<file path="config.mk">
export PLATFORM = sky130hd
export DESIGN_NAME = playout_jitter_buffer_core
export DESIGN_NICKNAME = d
export VERILOG_FILES = /design/src/rtl/pjb_pkg.sv /design/src/rtl/playout_jitter_buffer_core.sv
export SDC_FILE = /design/constraint.sdc
export NUM_CORES = 2
export LEC_CHECK = 0
export BUFFER_PORTS_ARGS = -buffer_cell sky130_fd_sc_hd__clkbuf_2
export CELL_PAD_IN_SITES_DETAIL_PLACEMENT = 1
export CELL_PAD_IN_SITES_GLOBAL_PLACEMENT = 1
export CORE_MARGIN = 10
export CORE_UTILIZATION = 45
export DETAILED_ROUTE_END_ITERATION = 8
export HOLD_SLACK_MARGIN = 0.05
export PLACE_DENSITY = 0.73
export SETUP_SLACK_MARGIN = 0.05
export SYNTH_ARGS = -nofsm -noshare
export SYNTH_HDL_FRONTEND = slang
export SYNTH_SLANG_ARGS = --single-unit
</file>
<file path="constraint.sdc">
create_clock -name aclk -period 8.4 [get_ports aclk]
set_input_delay 1.68 -clock aclk [delete_from_list [all_inputs] [get_ports aclk]]
set_output_delay 1.68 -clock aclk [all_outputs]
set_load 0.01 [all_outputs]
</file>
<file path="src/rtl/pjb_pkg.sv">
// Shared types and constants for the playout jitter buffer core.
// Register indexes, release cause codes and fixed field widths.
// No dependencies.
`timescale 1ns / 1ps

package pjb_pkg;

    localparam int TIME_W = 32;
    localparam int PKT_W  = 32;
    localparam int OCC_W  = 7;
    localparam int CFG_AW = 3;
    localparam int CFG_DW = 16;

    // configuration register indexes
    localparam logic [CFG_AW-1:0] CFG_TAG_KIND          = 3'd0;
    localparam logic [CFG_AW-1:0] CFG_FIRST_DELAY       = 3'd1;
    localparam logic [CFG_AW-1:0] CFG_INTER_TIME        = 3'd2;
    localparam logic [CFG_AW-1:0] CFG_BUFFER_LIMIT      = 3'd3;
    localparam logic [CFG_AW-1:0] CFG_RESET_ON_OVERFLOW = 3'd4;

    // input operation codes
    localparam logic OP_TICK    = 1'b0;
    localparam logic OP_ARRIVAL = 1'b1;

    typedef enum logic [1:0] {
        CAUSE_TIMED   = 2'd0,
        CAUSE_PASS    = 2'd1,
        CAUSE_PUSHOUT = 2'd2
    } cause_t;

endpackage

</file>
<file path="src/rtl/playout_jitter_buffer_core.sv">
// Playout jitter buffer core: packet FIFO with timed release, pass-through
// and overflow push-out. Depends on pjb_pkg.
`timescale 1ns / 1ps

// Takes one beat per clock cycle, ticks and arrivals alike, unless stalled as described below. A beat
// is registered on entry, decided in one pass against the queue state while
// the packet store is read at the head pointer, and its result (if any)
// is loaded into the output register when the beat is decided. The store's
// registered read port is loaded on that same edge. The input side keeps accepting
// while a result waits on m_tready; it stalls only when both registers are
// full. The store needs no clearing after reset; only written entries
// ever reach the output.
module playout_jitter_buffer_core #(
    parameter int DEPTH      = 64,
    parameter int DATA_WIDTH = 32
) (
    input  logic                      aclk,
    input  logic                      aresetn,
    // configuration
    input  logic                      cfg_we,
    input  logic [pjb_pkg::CFG_AW-1:0] cfg_index,
    input  logic [pjb_pkg::CFG_DW-1:0] cfg_wdata,
    // input stream
    input  logic                      s_tvalid,
    output logic                      s_tready,
    input  logic [31:0]               s_tdata,  // [31:0] packet_data
    input  logic [8:0]                s_tuser,  // [0] operation, [8:1] tag
    // result stream
    output logic                      m_tvalid,
    input  logic                      m_tready,
    output logic [39:0]               m_tdata,  // [31:0] released_data, [38:32] occupancy
    output logic [1:0]                m_tuser   // [1:0] release_cause
);
    import pjb_pkg::*;

    localparam int AW      = (DEPTH > 1) ? $clog2(DEPTH) : 1;
    localparam int CW      = $clog2(DEPTH + 1);
    localparam int STORE_W = (DATA_WIDTH < PKT_W) ? DATA_WIDTH : PKT_W;

    // configuration
    logic [7:0]  tag_kind_reg;
    logic [15:0] first_delay_reg;
    logic [15:0] inter_time_reg;
    logic [6:0]  buffer_limit_reg;
    logic        reset_on_overflow_reg;

    // input register
    logic               in_valid_reg, in_valid_next;
    logic               in_op_reg;
    logic [7:0]         in_tag_reg;
    logic [STORE_W-1:0] in_data_reg;

    // queue and timing state
    logic [AW-1:0]     head_reg, head_next;
    logic [AW-1:0]     tail_reg, tail_next;
    logic [CW-1:0]     fill_reg, fill_next;
    logic [TIME_W-1:0] tick_reg, tick_next;
    logic [TIME_W-1:0] last_reg, last_next;
    logic [TIME_W-1:0] due_reg, due_next;
    logic              pend_reg, pend_next;
    logic              first_reg, first_next;

    logic [STORE_W-1:0] mem [DEPTH];
    logic [STORE_W-1:0] rd_reg;

    // output register
    logic               out_valid_reg, out_valid_next;
    logic               out_mem_reg;
    logic [STORE_W-1:0] out_pass_reg;
    cause_t             out_cause_reg;
    logic [OCC_W-1:0]   out_occ_reg;

    logic              adv, step;
    logic              push, pop, emit, from_mem;
    cause_t            cause;
    logic [CW-1:0]     limit;
    logic              ovf;
    logic [TIME_W-1:0] t1, inter_ext, last_enq, set_due, elapsed, tick_gap;
    logic [AW-1:0]     head_inc, tail_inc;
    logic [31:0]       fill_ext;
    logic [OCC_W-1:0]  occ;

    assign adv      = !out_valid_reg || m_tready;
    assign step     = in_valid_reg && adv;
    assign s_tready = !in_valid_reg || adv;

    assign inter_ext = TIME_W'(inter_time_reg);
    assign t1        = tick_reg + 1'b1;
    // release is due when the new time is at or past due_reg, by wrap-around difference
    assign tick_gap  = t1 - due_reg;
    assign head_inc  = (head_reg == AW'(DEPTH - 1)) ? '0 : head_reg + 1'b1;
    assign tail_inc  = (tail_reg == AW'(DEPTH - 1)) ? '0 : tail_reg + 1'b1;
    assign limit     = (buffer_limit_reg == 7'd0 || 32'(buffer_limit_reg) > DEPTH)
                       ? CW'(DEPTH) : CW'(buffer_limit_reg);
    assign ovf       = fill_reg >= limit;
    // a push-out counts as a send at the current time
    assign last_enq  = ovf ? tick_reg : last_reg;
    assign elapsed   = tick_reg - last_enq;
    assign set_due   = (elapsed >= inter_ext) ? tick_reg : last_enq + inter_ext;

    always_comb begin
        head_next  = head_reg;
        tail_next  = tail_reg;
        fill_next  = fill_reg;
        tick_next  = tick_reg;
        last_next  = last_reg;
        due_next   = due_reg;
        pend_next  = pend_reg;
        first_next = first_reg;
        push       = 1'b0;
        pop        = 1'b0;
        emit       = 1'b0;
        from_mem   = 1'b1;
        cause      = CAUSE_TIMED;
        if (step) begin
            if (in_op_reg == OP_TICK) begin
                tick_next = t1;
                if (pend_reg && !tick_gap[TIME_W-1]) begin
                    pend_next = 1'b0;
                    if (fill_reg != '0) begin
                        pop       = 1'b1;
                        emit      = 1'b1;
                        last_next = t1;
                        due_next  = t1 + inter_ext;
                        pend_next = 1'b1;
                    end
                end
            end else if (in_tag_reg == tag_kind_reg) begin
                if (first_reg && fill_reg == '0 && (tick_reg - last_reg) >= inter_ext) begin
                    emit      = 1'b1;
                    from_mem  = 1'b0;
                    cause     = CAUSE_PASS;
                    last_next = tick_reg;
                end else begin
                    push = 1'b1;
                    if (ovf) begin
                        pop       = 1'b1;
                        emit      = 1'b1;
                        cause     = CAUSE_PUSHOUT;
                        last_next = tick_reg;
                    end
                    if (!first_reg) begin
                        first_next = 1'b1;
                        due_next   = tick_reg + TIME_W'(first_delay_reg);
                        pend_next  = 1'b1;
                    end else if ((ovf && reset_on_overflow_reg) || !pend_reg) begin
                        due_next  = set_due;
                        pend_next = 1'b1;
                    end
                end
            end
            if (pop)  head_next = head_inc;
            if (push) tail_next = tail_inc;
            if (push && !pop) fill_next = fill_reg + 1'b1;
            if (pop && !push) fill_next = fill_reg - 1'b1;
        end
    end

    assign fill_ext = 32'(fill_next);
    assign occ      = fill_ext[OCC_W-1:0];

    always_comb begin
        in_valid_next = in_valid_reg;
        if (s_tready) begin
            in_valid_next = s_tvalid;
        end
        out_valid_next = out_valid_reg;
        if (adv) begin
            out_valid_next = step && emit;
        end
    end

    always_ff @(posedge aclk) begin
        if (!aresetn) begin
            tag_kind_reg          <= '0;
            first_delay_reg       <= '0;
            inter_time_reg        <= 16'd1;
            buffer_limit_reg      <= '0;
            reset_on_overflow_reg <= 1'b0;
        end else if (cfg_we) begin
            unique case (cfg_index)
                CFG_TAG_KIND:          tag_kind_reg          <= cfg_wdata[7:0];
                CFG_FIRST_DELAY:       first_delay_reg       <= cfg_wdata;
                CFG_INTER_TIME:        inter_time_reg        <= cfg_wdata;
                CFG_BUFFER_LIMIT:      buffer_limit_reg      <= cfg_wdata[6:0];
                CFG_RESET_ON_OVERFLOW: reset_on_overflow_reg <= cfg_wdata[0];
                default: begin
                end
            endcase
        end
    end

    always_ff @(posedge aclk) begin
        if (!aresetn) begin
            in_valid_reg  <= 1'b0;
            out_valid_reg <= 1'b0;
            head_reg      <= '0;
            tail_reg      <= '0;
            fill_reg      <= '0;
            tick_reg      <= '0;
            last_reg      <= '0;
            due_reg       <= '0;
            pend_reg      <= 1'b0;
            first_reg     <= 1'b0;
        end else begin
            in_valid_reg  <= in_valid_next;
            out_valid_reg <= out_valid_next;
            head_reg      <= head_next;
            tail_reg      <= tail_next;
            fill_reg      <= fill_next;
            tick_reg      <= tick_next;
            last_reg      <= last_next;
            due_reg       <= due_next;
            pend_reg      <= pend_next;
            first_reg     <= first_next;
        end
    end

    // input and output payload
    always_ff @(posedge aclk) begin
        if (s_tready) begin
            in_op_reg   <= s_tuser[0];
            in_tag_reg  <= s_tuser[8:1];
            in_data_reg <= s_tdata[STORE_W-1:0];
        end
        if (adv) begin
            out_mem_reg   <= from_mem;
            out_pass_reg  <= in_data_reg;
            out_cause_reg <= cause;
            out_occ_reg   <= occ;
        end
    end

    // packet store; read at head sees the old entry when head == tail
    always_ff @(posedge aclk) begin
        if (step && push) begin
            mem[tail_reg] <= in_data_reg;
        end
        if (adv) begin
            rd_reg <= mem[head_reg];
        end
    end

    assign m_tvalid = out_valid_reg;
    assign m_tuser  = out_cause_reg;
    assign m_tdata  = {1'b0, out_occ_reg,
                       PKT_W'(out_mem_reg ? rd_reg : out_pass_reg)};

endmodule
</file>
==> run_results.csv <==
group,metric,value,unit
outcome,outcome,"finished clean",
cts,clk_latency,910,ps
timing,slew_viol_final,0,
drt,drtAntennaViolNets,0,
critical_path,slowest_stage,"o31a_2",
critical_path,worst-path-max-fanout,35,
floorplan,die-area,239900,sq um
drt,first_pass_iters,6,
global_route,antenna_found_initial,12,
critical_path,critical_path.max_stage_delay,490,ps
cts,cts_tree,"yes",
logic_synthesis,ys_warn_count,0,
job,cap_violations,0,
global_route,grt.overflow.total,0,
timing,fin_tns_setup,0,ps
logic_synthesis,netlist_area,99330,sq um
min_path,holdCritPathClass,"reg2reg",
cts,clkSinkCount,2330,
logic_synthesis,ys.flop_type,"edfxtp_1",
logic_synthesis,synth_nets,5853,
logic_synthesis,ys_ff_latch,2330,
drt,drcViolationCount,0,
timing,worst_slack,646.6,ps
logic_synthesis,syn_avg_cell_area,17.74,sq um
floorplan,start_util,45.21,%
drt,routed_wl,292400,um
placement,gp_congestion,0.8743,
cells_and_area,top_register,"mem",
logic_synthesis,synth_seq_area_share,68.76,%
drt,drt_iter0_markers,7222,
timing,tightest_slew,1196,ps
critical_path,crit_type,"reg2reg",
floorplan,rows,172,
cells_and_area,drive_above_1_share,24.24,%
cts,cts_resized,0,
timing,setup_viol,0,
logic_synthesis,synth_edf_count,2163,
critical_path,required,9150,ps
timing,max_freq,129.0,MHz
timing,slew_headroom,19.95,%
power,ir_worst_vdd,173.4,uV
drt,vias,56240,
cells_and_area,largest_reg_flops,2048,
drt,vias_per_cell,6.257,
cts,clk_pin_slew,60,ps
timing,finalHoldViolCount,0,
global_route,grt_usage,24.17,%
cts,clock_path_buffers,3,
placement,pre_cts_ws,775.0,ps
timing,whs,457.0,ps
critical_path,critPathArrivalTime,8510,ps
timing,rsz0062_at_grt,"false",
critical_path,end_kind,"flip-flop",
cells_and_area,layout_common_cells,"2163 x edfxtp_1, 672 x mux4_2, 280 x nand2_1, 261 x a21oi_1, 229 x clkbuf_16",
cells_and_area,layout_commonest_cell,"edfxtp_1",
cts,cts_max_level,4,
cells_and_area,syn_to_final_growth,13.12,%
global_route,grt_pass1_vias,58130,
critical_path,cp-start-kind,"flip-flop",
global_route,grt_pass1_wl,422700,um
logic_synthesis,synth.distinct_cells,91,
cells_and_area,nets,6079,
logic_synthesis,syn_inst,5599,
floorplan,ios,109,
floorplan,dieHeight,489.8,um
cts,cts_root_buf,"clkbuf_16",
floorplan,core-area,219700,sq um
floorplan,die_w,489.8,um
global_route,grt_max_degree,146,
power,p_leak,35.52,nW
placement,dpl.hpwl,180900,um
cts,hold_buffers,0,
drt,routedWlPerCell,32.54,um
cts,cts_setup_buffers,0,
timing,post-route-period-util,92.30,%
placement,io_buffer_count,107,
critical_path,path_common_cell,"o21ai_0",
timing,worst_clock_skew,86.89,ps
cts,cts_buffers,228,
power,p_per_area,212.0,nW/um^2
timing,fin_crit,7753,ps
logic_synthesis,synth-async-reset-ratio,0,%
## where the power goes
group / leakage, nW / total [mW] / internal (mW) / switching [mW]
combinational: 10.9 / 0.910 / 0.326 / 0.584
clock: 3.60 / 10.2 / 5.66 / 4.51
sequential: 21.0 / 12.7 / 12.7 / 0.0326
## metrics by stage
stage          cell area [sq um]  util, %  power [mW]  std cells
2_1_floorplan              99330        -       13.55       5599
3_3_place_gp              104900    47.74       13.86       8553
3_5_place_dp              104900    47.74       13.89       8553
4_1_cts                   112400    51.13       23.96       8985
5_1_grt                   112400    51.13       24.51       8986
6_report                  112400    51.14       23.82       8988
## layout make-up
cell class,count,area [sq um]
Inverter,155,585.6
Sequential cell,2330,68320
Multi-Input combinational cell,2804,29720
Tap cell,2958,3701
Fill cell,20160,107400
Antenna cell,3,7.507
Clock buffer,272,5912
Timing Repair Buffer,306,2580
Clock inverter,160,1540
## final timing paths
check        cells after the start  slack, ps          end         from
max                             32        650  due_reg[26]  fill_reg[0]
min                              2        460  last_reg[2]  last_reg[2]
max reg2reg                     32        650  due_reg[26]  fill_reg[0]
min reg2reg                      2        460  last_reg[2]  last_reg[2]
## kinds of logic after synthesis
kind of cell | count (synthesis) | share of synthesized area, %
adders and majority gates | 189 | 2.419
buffers and inverters | 465 | 1.818
and+or+nand+nor | 918 | 4.407
other | 1 | 0.003775
muxes | 762 | 16.19
DFF | 2330 | 68.76
xor gates and xnor gates | 169 | 1.505
AOI/OAI and AO/OA | 765 | 4.897
## synthesized netlist by cell type, drive strengths merged (7+ instances only)
cell type	number	area, sq um
nor4	14	87.58
or2	15	93.84
a31oi	21	131.4
o21a	24	180.2
mux4	672	15130
nor2b	16	100.1
ha	184	2302
mux2	40	450.4
and4	9	78.83
o221ai	10	87.58
o31ai	20	150.1
and2	20	125.1
o2111ai	14	122.6
buf	78	350.3
edfxtp	2163	64950
clkbuf	232	873.3
mux2i	50	500.5
o211ai	23	172.7
o221a	8	90.09
o22ai	18	112.6
o31a	7	61.31
o21bai	14	105.1
nor2	252	968.4
nand3b	7	52.55
a2111oi	10	93.84
inv	153	574.3
a211o	15	131.4
nand4	31	193.9
nand4b	7	61.31
nand3	78	390.4
a21o	57	427.9
and3	21	131.4
nand2	282	1066
xnor2	111	972.2
dfxtp	167	3343
a211oi	24	185.2
nor3b	11	82.58
o21ai	162	814.5
nor3	66	330.3
a21oi	262	1311
nand2b	28	175.2
xor2	57	499.2
or3	39	244.0
## per-layer routing
layer | share of wire, % | vias up | GRT usage (%) | wire (um)
li1 | - | 23110 | - | -
met1 | 40 | 29860 | 33.95 | 118100
met2 | 48 | 2723 | 38.30 | 138900
met3 | 8.5 | 542 | 4.378 | 24850
met4 | 3.6 | 6 | 8.191 | 10540
met5 | 0.015 | - | 0 | 43
## critical path, delay by kind of cell, from the launching register on
kind,cells,cell delay [ps]
and+or+nand+nor,9,1710
buffers and inverters,3,430
DFF,1,440
adders and majority gates,3,820
xor gates and xnor gates,1,150
AOI/OAI and AO/OA,16,4050
No activity file was read; power rests on OpenSTA's default activity.
